===== src/rtl/amgs_pkg.sv =====
`default_nettype none

package amgs_pkg;

  // Build-time sizes
  localparam int MAX_VERTICES = 16;
  localparam int WEIGHT_BITS  = 16;

  localparam int VIDX_W   = $clog2(MAX_VERTICES);
  localparam int CNT_W    = $clog2(MAX_VERTICES + 1);
  localparam int BIDX_W   = VIDX_W + 1;
  localparam int ROW_BITS = MAX_VERTICES * WEIGHT_BITS;

  // Port field widths
  localparam int OPC_W   = 3;
  localparam int VERT_W  = 8;
  localparam int EW_W    = 16;
  localparam int NMASK_W = 16;
  localparam int MDV_W   = 5;
  localparam int VC_W    = 5;

  localparam logic [VC_W-1:0] VC_RESET = VC_W'(16);

  // Result status codes
  localparam logic STATUS_OK      = 1'b0;
  localparam logic STATUS_INVALID = 1'b1;

  typedef enum logic [OPC_W-1:0] {
    OP_ADD        = 3'd0,
    OP_REMOVE     = 3'd1,
    OP_EXISTS     = 3'd2,
    OP_NEIGHBORS  = 3'd3,
    OP_MAX_DEGREE = 3'd4
  } opcode_e;

  typedef logic [WEIGHT_BITS-1:0] weight_t;
  typedef weight_t [MAX_VERTICES-1:0] row_t;

  // All ones marks a missing edge
  localparam weight_t NO_EDGE = '1;

  // One matrix row as seen by the control logic
  typedef struct packed {
    row_t                    row;
    logic [MAX_VERTICES-1:0] mask;
    logic [CNT_W-1:0]        degree;
  } row_info_t;

endpackage

`default_nettype wire


===== src/rtl/amgs_row_eval.sv =====
`default_nettype none

// Decode one matrix row: effective weights, edge mask and degree.
module amgs_row_eval import amgs_pkg::*; (
  input  wire row_t             rdata_i,
  input  wire logic             row_valid_i,
  input  wire logic [CNT_W-1:0] vcount_i,
  output      row_info_t        info_o
);

  row_t                    row;
  logic [MAX_VERTICES-1:0] mask;

  always_comb begin
    // Treat a never-written row as all no-edge
    row = row_valid_i ? rdata_i : {MAX_VERTICES{NO_EDGE}};
    // Keep only columns of vertices in use
    for (int i = 0; i < MAX_VERTICES; i++) begin
      mask[i] = (row[i] != NO_EDGE) && (CNT_W'(i) < vcount_i);
    end
  end

  assign info_o.row    = row;
  assign info_o.mask   = mask;
  assign info_o.degree = CNT_W'($countones(mask));

endmodule

`default_nettype wire


===== config.mk =====
export PLATFORM = sky130hd
export DESIGN_NAME = amgs_row_eval
export DESIGN_NICKNAME = d
export VERILOG_FILES = /design/src/rtl/amgs_pkg.sv /design/src/rtl/amgs_row_eval.sv
export SDC_FILE = /design/constraint.sdc
export NUM_CORES = 1
export LEC_CHECK = 0
export BUFFER_PORTS_ARGS = -buffer_cell sky130_fd_sc_hd__clkbuf_2
export CAP_MARGIN = 15
export CELL_PAD_IN_SITES_DETAIL_PLACEMENT = 0
export CELL_PAD_IN_SITES_GLOBAL_PLACEMENT = 1
export CORE_AREA = 2 2 212 214
export DETAILED_ROUTE_END_ITERATION = 12
export DIE_AREA = 0 0 214 216
export GPL_ROUTABILITY_DRIVEN = 1
export GPL_TIMING_DRIVEN = 0
export PLACE_DENSITY_LB_ADDON = 0.08
export SLEW_MARGIN = 20
export SYNTH_ARGS = -nofsm -noshare
export SYNTH_HDL_FRONTEND = slang
export SYNTH_SLANG_ARGS = --single-unit
export TNS_END_PERCENT = 100

===== constraint.sdc =====
create_clock -name vclk -period 9.01
set_clock_uncertainty 0.05 [all_clocks]
set_input_delay 0.4505 -clock vclk [all_inputs]
set_output_delay 0.4505 -clock vclk [all_outputs]
set_load 0.01 [all_outputs]

==> flow_metrics.py <==
metrics = {
    "status": {
        "status": "finished clean",
    },
    "route": {
        "num_vias": 5267,
        "finalWirelength_um": 24900,
        "drc": 0,
        "via_per_inst": 3.34,
        "dr.pass1.iters": 4,
        "final_antenna_net_count": 0,
        "drt-wirelength-per-cell_um": 15.8,
        "drt_iter0_drc": 135,
    },
    "logic_synthesis": {
        "synth_top_area_cell": "nand2b_1",
        "syn_area_per_cell_um2": 6.37,
        "synthesis.nets": 725,
        "ys_seq_area_frac": 0,
        "synth.area.top_cells": "nand2b_1 (56%), nand4_1 (14%), fa_1 (7.0%)",
        "synth_cell_types": 30,
        "synth_top_area_share": 0.561,
        "yosysWarningCount": 0,
        "syn_area_um2": 2850,
        "synth_cells": 448,
    },
    "setup_path": {
        "cp_slowest_cell": "nor4_1",
        "crit_required_ps": 8510,
        "endpoint_kind": "primary output",
        "cp_cell_sequence": "clkbuf_2 > nand4_1 > nor4_1 > or3_1 > fa_1 > fa_1 > fa_1 > inv_1 > fa_1 > ha_1 > fa_1 > a21oi_1 > nor2b_1 > clkbuf_2",
        "cpPeakStageDelay_ps": 730,
        "worst-path-max-fanout": 2,
        "worst-path-stages": 14,
        "path_class": "primary input to primary output",
        "crit_top_cell": "fa_1",
        "start_kind": "primary input",
        "crit_arrival_ps": 4530,
        "critPathBufInv": 3,
        "crit_family": "adder cells",
    },
    "layout": {
        "final_cell_mix": "clkbuf_2 (537), nand2b_1 (256), nand4_1 (64)",
        "drive_above_1_share": 0.554,
        "final_common_cell": "clkbuf_2",
        "register_area_um2": 0,
        "clock_buffers": 0,
        "stdcell_count": 1578,
        "seq_cells": 0,
        "area_growth_pct": 120,
        "fin_nets": 1264,
    },
    "pwr": {
        "total_power_uw": 404,
        "p_leak_uw": 0.00313,
        "ir_worst_vdd_v": 0.0000272,
        "cellPowerDensity_nw_per_um2": 64.2,
    },
    "global_routing": {
        "grt.total_usage": 0.100,
        "grt-ovfl-total": 0,
        "top_usage_layer": "met2",
        "grt_util_met2": 0.203,
        "first_global_vias": 5418,
        "grt_pass1_wl_um": 35400,
        "grt_max_degree": 11,
        "use_met1": 0.105,
        "antenna_found_initial": 2,
        "gr-usage-met3": 0.0285,
    },
    "sta": {
        "holdWs_ps": 1140,
        "finalSetupViolCount": 0,
        "slew_headroom": 0.452,
        "fin_crit_ps": 5030,
        "rsz0062_at_grt": "no",
        "max_freq_mhz": 199,
        "hold_violations": 0,
        "tightest_slew_ps": 815,
        "period_share": 0.558,
        "layout_setup_ws_ps": 3980,
        "finalSetupTns_ps": 0,
        "drv_slew": 0,
    },
    "floorplan": {
        "die_width_um": 214,
        "core_um2": 43800,
        "die-area_um2": 46200,
        "die_y_um": 216,
        "row_count": 77,
        "floorplan.initialDensity": 0.0651,
        "io_pins": 539,
    },
    "placed_design": {
        "gp_congestion": 0.778,
        "io_buffers": 537,
        "place_ws_ps": 3700,
        "place.detailed.hpwl_um": 23200,
        "dp.cells": 1577,
    },
    "cts": {
        "post-cts-setup-buffers": 0,
        "post_cts_resized": 0,
        "hold_buffers": 0,
    },
    "min_path": {
        "holdPathStages": 3,
        "hold_path_class": "primary input to primary output",
    },
    "flow_run": {
        "drv_cap": 0,
    },
}
-- kinds of logic (layout without fill, tap and decap cells) --
logic type | count (synthesis) | count (layout) | synth area share
AO/OA/AOI/OAI | 19 | 19 | 0.0465
XOR/XNOR | 2 | 2 | 0.00614
adder cells (fa/ha/maj) | 15 | 15 | 0.0921
buffers and inverters | 43 | 580 | 0.0592
other | 0 | 1 | 0
AND/OR/NAND/NOR | 369 | 369 | 0.796
-- synth_stat cells (2+ instances only) --
cell type	count
ha_1	5
a21oi_1	3
buf_2	6
nor3_1	6
clkbuf_1	28
nor2_1	8
nand4_1	64
o41a_1	2
nor4_1	16
or2_2	3
inv_1	9
o21ai_0	4
and2_1	3
a31oi_1	3
o31ai_1	2
nand2b_1	256
nand2_1	5
or3_1	4
fa_1	10
-- layer usage --
| layer | vias up | routed length, um |
|---|---|---|
| met5 | - | 12 |
| met4 | 2 | 239 |
| met3 | 12 | 2010 |
| met2 | 265 | 13800 |
| met1 | 2363 | 8860 |
| li1 | 2625 | - |
-- stage by stage --
step / utilization / cell area (um2)
6_report: 0.143 / 6280
3_5_place_dp: 0.143 / 6280
5_1_grt: 0.143 / 6280
2_1_floorplan: - / 2850
3_3_place_gp: 0.143 / 6280
4_1_cts: 0.143 / 6280
-- final cells by class --
type                       instances  area (um2)
timing repair buffer             537        2690
buffer                            34         135
inverter                           9        33.8
tap                              592         741
fill                            5277       37600
antenna                            1        2.50
multi-input combinational        405        2680
-- path summary, 6_finish.rpt --
kind / start / slack (ps) / end
setup / recovery: rdata_i[176] / 3980 / info_o[4]
hold / removal: rdata_i[67] / 1140 / info_o[88]
-- power breakdown --
part | internal (uW) | total [uW] | switching (uW)
clock network | 0.0000149 | 0.0000149 | 0
registers | 0 | 0 | 0
logic | 176 | 404 | 228
total | 176 | 404 | 228
(Power assumes the default switching activity.)
