==> config.mk <==
export PLATFORM = sky130hd
export DESIGN_NAME = amgs_ram
export DESIGN_NICKNAME = d
export VERILOG_FILES = /design/src/rtl/amgs_ram.sv
export SDC_FILE = /design/constraint.sdc
export NUM_CORES = 1
export LEC_CHECK = 0
export ABC_AREA = 1
export BUFFER_PORTS_ARGS = -buffer_cell sky130_fd_sc_hd__buf_2
export CAP_MARGIN = 10
export CORE_ASPECT_RATIO = 0.8
export CORE_MARGIN = 2
export CORE_UTILIZATION = 45
export CTS_CLUSTER_DIAMETER = 80
export DETAILED_ROUTE_END_ITERATION = 8
export SYNTH_ARGS = -nofsm -noshare
export SYNTH_HDL_FRONTEND = slang
export SYNTH_SLANG_ARGS = --single-unit
==> constraint.sdc <==
create_clock -name clk_i -period 2.5 [get_ports clk_i]
set_input_delay 0.625 -clock clk_i [delete_from_list [all_inputs] [get_ports clk_i]]
set_output_delay 0.625 -clock clk_i [all_outputs]
set_load 0.05 [all_outputs]
==> src/rtl/amgs_ram.sv <==
`default_nettype none

// Simple dual-port RAM, one write and one registered read per cycle.
module amgs_ram #(
  parameter  int WIDTH = 8,
  parameter  int DEPTH = 16,
  localparam int AW    = $clog2(DEPTH)
) (
  input  wire logic             clk_i,
  input  wire logic             we_i,
  input  wire logic [AW-1:0]    waddr_i,
  input  wire logic [WIDTH-1:0] wdata_i,
  input  wire logic             re_i,
  input  wire logic [AW-1:0]    raddr_i,
  output      logic [WIDTH-1:0] rdata_o
);

  logic [WIDTH-1:0] mem_q [DEPTH];

  // Write port
  always_ff @(posedge clk_i) begin
    if (we_i) begin
      mem_q[waddr_i] <= wdata_i;
    end
  end

  // Registered read port; data is valid in the cycle after the request
  always_ff @(posedge clk_i) begin
    if (re_i) begin
      rdata_o <= mem_q[raddr_i];
    end
  end

endmodule

`default_nettype wire

==> results of run 1 <==
-- metrics by stage --
stage          std cells  total power, W
6_report             778        0.004999
5_1_grt              778        0.005150
4_1_cts              778        0.005022
3_5_place_dp         749        0.002980
3_3_place_gp         749        0.002976
2_1_floorplan        551        0.002847
-- routing by layer --
layer  up-vias  part of all wire (%)  wire length [um]
met5         -                     0                 0
met3        20                   9.4              1271
met4         0                   2.1               286
met1      1832                    45              6134
li1       1862                     -                 -
met2       150                    43              5873
-- area by class of cell --
type,instances,share of cell area [%]
clock buffer,22,6.653
clock inverter,7,0.4873
inverter,102,5.735
multi-input combinational,289,18.18
sequential,136,61.17
tap,175,3.280
timing repair buffer,47,4.498
-- final timing paths --
check | slack [ns] | end | from
min | 0.60 | rdata_o[1] | re_i
max | 0.77 | rdata_o[6] | rdata_o[6]
min reg2reg | 0.75 | rdata_o[6] | mem_q[2][6]
max reg2reg | 1.35 | rdata_o[4] | mem_q[6][4]
-- state kept, by name (all words and copies together), names as in the netlist --
name     flops
mem_q      128
rdata_o      8
-- synth_stat cells (all sizes together) --
cell,number
buf,24
edfxtp,136
inv,102
nand2,173
nand3,97
nand3b,2
nor2,17
-- where the power goes --
group | switching (W) | leakage, nW | internal [W]
logic | 0.000255 | 1.41 | 0.0000900
clock network | 0.000837 | 0.238 | 0.00123
registers | 0.0000163 | 1.24 | 0.00257
-- logic make-up after synthesis --
| logic type | count (synthesis) | synth area share (%) |
|---|---|---|
| simple gates | 289 | 20.76 |
| flops | 136 | 69.85 |
| buf+inv | 126 | 9.394 |
==> flow_summary.ini, run 1 <==
[final_layout]
mostFrequentLayoutCells = nand2_1, edfxtp_1, inv_1, nand3_1, buf_2
area_growth_syn_to_layout_pct = 14.19
fillers = 1157
drive_gt1_share_pct = 11.77
multiInputGateArea_um2 = 1214
finish.utilization_pct = 52.25
regArea_um2 = 4084
antenna_cells = 0
nets = 612
final_common_cell = nand2_1
finalInstanceArea_um2 = 6676

[status]
status = complete, no violations

[power]
power_per_cell_area_nw_per_um2 = 748.8
p_leak_nw = 2.882
ir_drop_mv = 0.4393

[yosys]
seq_area_frac_synth_pct = 69.85
synthDominantAreaCellType = edfxtp_1
synthDominantCellAreaShare_pct = 69.85
synth_top_cells_by_area = edfxtp_1, nand2_1, nand3_1, inv_1, buf_6
mapped_cell_area_um2 = 5847
netlist-cell-type-count = 11
ys.warnings.count = 0
synthesized_instance_count = 551
ys_seq_elements = 136
syn-num-nets = 570
postSynthAreaPerCell_um2 = 10.61

[detailed_routing]
routed-via-count = 3864
drt_wl_total_um = 13570
dr.first_iter.drc_count = 324
drt-wirelength-per-cell_um = 17.44
ant_nets = 0
drt-pass1-iter-count = 5
vias_per_cell = 4.967
drc_errors = 0

[global_route]
grt_overflow_total = 0
groute.usage.overall_pct = 20.74
grt_antenna_before_repair = 0
grt_start_max_net_pins = 45
grt_busiest_layer = met2
met3_track_demand_over_resource_in_global_routing_pct = 4.769
via_count_of_the_first_global_routing_pass = 3721
use_met1_pct = 30.13
grt_first_pass_wirelength_um = 21160
grtUsageMet2_pct = 30.18

[sta]
whs_ns = 0.5974
slew_violations = 0
finalCritPeriodShare_pct = 69.27
final_critical_path_setup_slack_ns = 0.7683
worst_clock_skew_ns = 0.004554
rsz0062_at_grt = false
maxClockFrequency_mhz = 577.5
setup_viol = 0
hold_violations = 0
timing.max_slew.rel_slack_pct = 46.48
totalNegativeSetupSlack_ns = 0
max_slew.worst_pin.slew_ns = 0.7999
post-route-min-period_ns = 1.732

[worst_setup_path]
critical_path.endpoint_type = primary output
path_buf_inv = 1
timing.critical_path.slowest_cell_delay_ns = 0.41
critPathTopFamily = flip-flops
crit_chain = buf_2
crit_path_top_delay_cell = edfxtp_1
worst-endpoint-required_ns = 1.88
r2r_cell_count = 6
startpoint_type = flip-flop
setup.worst_path.class = reg2out
worst-path-stages = 1
critPathMaxFanout = 1
worst-endpoint-arrival_ns = 1.11

[clock_tree]
number_of_sinks_driven_by_the_clock_tree = 136
cts_inserted_buffers = 17
cts_repair_resize_count = 0
clkSlewWorstSetupHoldPaths_ns = 0.05
cts.hold.buffers_added = 0
htreeDepth = 4
worst_skew_pair.late_latency_ns = 0.41
cts_tree = done
cts_setup_buffers = 0
cts_root_buf = clkbuf_16
ctsLongestPathBuffers = 2

[die]
num_io_pins = 27
fp-row-count = 37
dieArea_um2 = 13930
die_w_um = 131.4
core_area_um2 = 12780
die_h_um = 106.0
initial_core_util_pct = 45.76

[job]
timing.max_cap.violations = 0

[placed_design]
buffers_added_on_ports = 26
detailed_place.area_um2 = 6200
detailed_place_hpwl_um = 8494
gpl.final_weighted_congestion = 0.8202
pre_cts_worst_setup_slack_ns = 0.5385

[hold_path]
min_path_cells = 1
min_path_type = in2reg
(Power assumes the default switching activity.)
==> run 2: changes to the inputs <==
- clock period: 2.5 -> 1.45 ns (I/O delays scaled with it)
==> flow_summary.ini, run 2 (same netlist as run 1, synthesis figures left out) <==
[hold_path]
min_path_type = in2reg
min_path_cells = 1

[global_route]
grt_first_pass_wirelength_um = 21490
groute.usage.overall_pct = 21.28
grt_antenna_before_repair = 0
grt_overflow_total = 0
grt_start_max_net_pins = 47
via_count_of_the_first_global_routing_pass = 3743

[worst_setup_path]
critPathMaxFanout = 1
critical_path.endpoint_type = primary output
startpoint_type = flip-flop
r2r_cell_count = 6
worst-path-stages = 1
setup.worst_path.class = reg2out
crit_path_top_delay_cell = edfxtp_1
path_buf_inv = 1
worst-endpoint-required_ns = 1.09
worst-endpoint-arrival_ns = 1.07
crit_chain = buf_4
timing.critical_path.slowest_cell_delay_ns = 0.43
critPathTopFamily = flip-flops

[die]
dieArea_um2 = 13930
core_area_um2 = 12780
num_io_pins = 27
fp-row-count = 37
initial_core_util_pct = 45.76
die_h_um = 106.0
die_w_um = 131.4

[detailed_routing]
ant_nets = 0
routed-via-count = 3921
dr.first_iter.drc_count = 358
drc_errors = 0
drt_wl_total_um = 13770
vias_per_cell = 4.976
drt-wirelength-per-cell_um = 17.47
drt-pass1-iter-count = 5

[sta]
timing.max_slew.rel_slack_pct = 73.13
max_slew.worst_pin.slew_ns = 0.4031
setup_viol = 0
rsz0062_at_grt = false
final_critical_path_setup_slack_ns = 0.01656
hold_violations = 0
post-route-min-period_ns = 1.433
finalCritPeriodShare_pct = 98.86
slew_violations = 0
whs_ns = 0.3126
worst_clock_skew_ns = 0.005889
maxClockFrequency_mhz = 697.6

[placed_design]
detailed_place_hpwl_um = 8623
gpl.final_weighted_congestion = 0.8167
pre_cts_worst_setup_slack_ns = -0.1209
buffers_added_on_ports = 26
post-place-cells = 756
detailed_place.area_um2 = 6315

[clock_tree]
htreeDepth = 4
cts_repair_resize_count = 2
cts_setup_buffers = 0
cts_inserted_buffers = 17
worst_skew_pair.late_latency_ns = 0.42
number_of_sinks_driven_by_the_clock_tree = 136
cts_tree = done
clkSlewWorstSetupHoldPaths_ns = 0.06
cts.hold.buffers_added = 0
ctsLongestPathBuffers = 2
cts_root_buf = clkbuf_16

[final_layout]
fillers = 1138
finalInstanceArea_um2 = 6954
drive_gt1_share_pct = 14.03
area_growth_syn_to_layout_pct = 18.94
largest_registers_in_the_final_layout = mem_q (128), rdata_o (8)
antenna_cells = 0
final_common_cell = nand2_1
largest_register_ff_count = 128
instances_no_fill = 788
mostFrequentLayoutCells = nand2_1, edfxtp_1, inv_1, nand3_1
regMostFlops = mem_q
regArea_um2 = 4084
multiInputGateArea_um2 = 1214
nets = 619

[power]
ir_drop_mv = 0.8549
p_leak_nw = 3.006
power_per_cell_area_nw_per_um2 = 1400

[job]
timing.max_cap.violations = 0

[status]
status = complete, no violations
[run 2: cell types whose count changed in the layout (fill, tap and decap cells not counted), sizes merged]
| cell | change |
|---|---|
| buf | +7 |
| bufinv | +5 |
| clkbuf | -4 |
| clkinv | -1 |
| clkinvlp | +3 |
[run 2: layer usage]
layer	vias up	global-route usage, %	wire length [um]
met5	-	0	0
met4	0	8.540	191
met3	15	4.626	905
met2	129	30.59	6178
met1	1895	31.61	6494
li1	1882	-	-
[run 2: stage by stage]
stage               total power [W]  setup TNS [ns]  utilization (%)
finish                     0.009733               0            54.43
floorplan                  0.004909               0                -
detailed placement         0.005171         -0.7366            49.42
global placement           0.005161         -0.6150            49.42
global route                0.01000               0            54.43
CTS                        0.009781               0            54.43
[run 2: layout make-up]
class,count,area share (%)
Inverter,102,5.506
Clock buffer,18,6.171
Tap cell,175,3.149
Multi-Input combinational cell,289,17.45
Timing Repair Buffer,54,6.045
Sequential cell,136,58.73
Clock inverter,14,2.951
[run 2: worst paths after layout]
path,end,startpoint,slack [ns]
max,rdata_o[3],rdata_o[3],0.02
min reg2reg,rdata_o[2],mem_q[12][2],0.78
min,rdata_o[1],re_i,0.31
max reg2reg,rdata_o[5],mem_q[9][5],0.26
[run 2: worst reg2reg max path, cell delays in order (launching register included)]
cell and delay (ns):
edfxtp_1 0.36, inv_1 0.07, nand2_1 0.05, nand3_1 0.08, nand3_1 0.10, nand3_1 0.12
nand2_1 0.12
[run 2: where the power goes]
part,total [W],internal (W),switching [W]
Combinational,0.000639,0.000187,0.000452
Sequential,0.00446,0.00443,0.0000252
Clock,0.00464,0.00303,0.00161
==> run 3: changes to the inputs <==
- CORE_ASPECT_RATIO: 0.8 -> 0.75
- CTS_BUF_LIST: default -> sky130_fd_sc_hd__clkbuf_16
==> flow_summary.ini, run 3 (same netlist as run 1, synthesis figures left out) <==
[detailed_routing]
drt_wl_total_um = 13740
drt-pass1-iter-count = 5
dr.first_iter.drc_count = 479
drc_errors = 0
ant_nets = 0
routed-via-count = 3890
vias_per_cell = 4.968
drt-wirelength-per-cell_um = 17.55

[final_layout]
antenna_cells = 0
nets = 618
instances_no_fill = 783
fillers = 1113
final_common_cell = nand2_1
largest_registers_in_the_final_layout = mem_q (128), rdata_o (8)
area_growth_syn_to_layout_pct = 17.74
regArea_um2 = 4084
drive_gt1_share_pct = 13.24
finalInstanceArea_um2 = 6884
largest_register_ff_count = 128
mostFrequentLayoutCells = nand2_1, edfxtp_1, inv_1, nand3_1, buf_4
regMostFlops = mem_q
multiInputGateArea_um2 = 1214

[die]
dieArea_um2 = 13930
core_area_um2 = 12840
die_h_um = 102.7
initial_core_util_pct = 45.55
fp-row-count = 36
num_io_pins = 27
die_w_um = 135.6

[worst_setup_path]
reg2reg_setup_slack_ns = 0.25
worst-endpoint-arrival_ns = 1.09
path_buf_inv = 1
r2r_cell_count = 6
critPathTopFamily = flip-flops
critical_path.endpoint_type = primary output
startpoint_type = flip-flop
crit_path_top_delay_cell = edfxtp_1
worst-endpoint-required_ns = 1.09
critPathMaxFanout = 1
critical_path.reg2reg.endpoint = rdata_o[7]
crit_chain = buf_6
setup.worst_path.class = reg2out
timing.rr.start = mem_q[1][7]
timing.critical_path.slowest_cell_delay_ns = 0.48

[power]
power.switching_w = 0.001991
power.share.clock_pct = 44.8
comb_power_share_pct = 6.9
ir_drop_mv = 0.9010
internal_power_w = 0.007263
power_switching_share_pct = 21.51
p_seq_share_pct = 48.2
p_leak_nw = 2.997
power_per_cell_area_nw_per_um2 = 1344

[clock_tree]
cts_inserted_buffers = 17
cts_tree = done
clkSlewWorstSetupHoldPaths_ns = 0.06
number_of_sinks_driven_by_the_clock_tree = 136
cts_setup_buffers = 0
ctsLongestPathBuffers = 2
cts_root_buf = clkbuf_16
htreeDepth = 4
worst_skew_pair.late_latency_ns = 0.41

[sta]
worst_clock_skew_ns = 0.009102
maxClockFrequency_mhz = 687.3
post-route-min-period_ns = 1.455
totalNegativeSetupSlack_ns = -0.004885
final_critical_path_setup_slack_ns = -0.004885
finalCritPeriodShare_pct = 100.3
timing.max_slew.rel_slack_pct = 60.92
setup_viol = 1
max_slew.worst_pin.slew_ns = 0.5854
hold_violations = 0
slew_violations = 0
rsz0062_at_grt = true

[hold_path]
hold-path-endpoint = rdata_o[4]
min_path_cells = 1
min_path_type = in2reg
hp-start = re_i

[global_route]
grt_antenna_before_repair = 0
grt_overflow_total = 0
groute.usage.overall_pct = 21.86
grt_start_max_net_pins = 42
via_count_of_the_first_global_routing_pass = 3639
grt_first_pass_wirelength_um = 21610

[placed_design]
detailed_place.area_um2 = 6290
post-place-cells = 751
buffers_added_on_ports = 26
detailed_place_hpwl_um = 8615
gpl.final_weighted_congestion = 0.8240

[status]
status = finished, violations left
violations = setup timing

[job]
timing.max_cap.violations = 0
==> run 3: worst max path at each step <==
stage               startpoint            to  slack [ns]  cells after the start
CTS                 rdata_o[4]    rdata_o[4]      -0.005                      1
floorplan           waddr_i[2]  mem_q[10][0]        0.14                      2
global placement    raddr_i[1]    rdata_o[7]       -0.20                      6
detailed placement  raddr_i[1]    rdata_o[7]       -0.21                      6
finish              rdata_o[4]    rdata_o[4]      -0.005                      1
global route        rdata_o[4]    rdata_o[4]       -0.03                      1
==> run 3: repair_timing <==
| item | in CTS | in global routing |
|---|---|---|
| cloned | 0 | 0 |
| pin swaps | 0 | 0 |
| endpoints found under the setup margin | 3 | 4 |
| gates resized for setup | 5 | 5 |
| hold buffers | 0 | 0 |
==> run 3: per-stage QoR <==
step | worst slack [ns] | hold WS (ns) | power [W] | util (%)
2_1_floorplan | 0.1367 | 0.4614 | 0.004909 | -
3_3_place_gp | -0.2038 | 0.7398 | 0.005168 | 49.00
3_5_place_dp | -0.2146 | 0.7294 | 0.005176 | 49.00
4_1_cts | -0.004967 | 0.3489 | 0.009316 | 53.56
5_1_grt | -0.03290 | 0.3429 | 0.009570 | 53.63
6_report | -0.004885 | 0.3614 | 0.009254 | 53.63
==> run 3: layout make-up <==
cell class,count,area share [%]
clock buffer,17,6.180
inverter,102,5.562
clock inverter,15,2.108
sequential,136,59.32
tap,171,3.108
timing repair buffer,53,6.089
multi-input combinational,289,17.63
==> run 3: power groups by stage <==
stage	logic, W	clock network (W)	registers [W]
floorplan	0.000310	0	0.00460
global placement	0.000627	0	0.00454
detailed placement	0.000632	0	0.00454
CTS	0.000643	0.00421	0.00446
global route	0.000708	0.00439	0.00447
finish	0.000641	0.00415	0.00446
==> run 3: metal layers <==
metal / GRT usage [%] / up-vias / share of wire (%)
li1: - / 1879 / -
met3: 6.588 / 11 / 7.8
met5: 0 / - / 0
met2: 30.81 / 157 / 43
met4: 6.010 / 0 / 1.4
met1: 32.95 / 1843 / 48
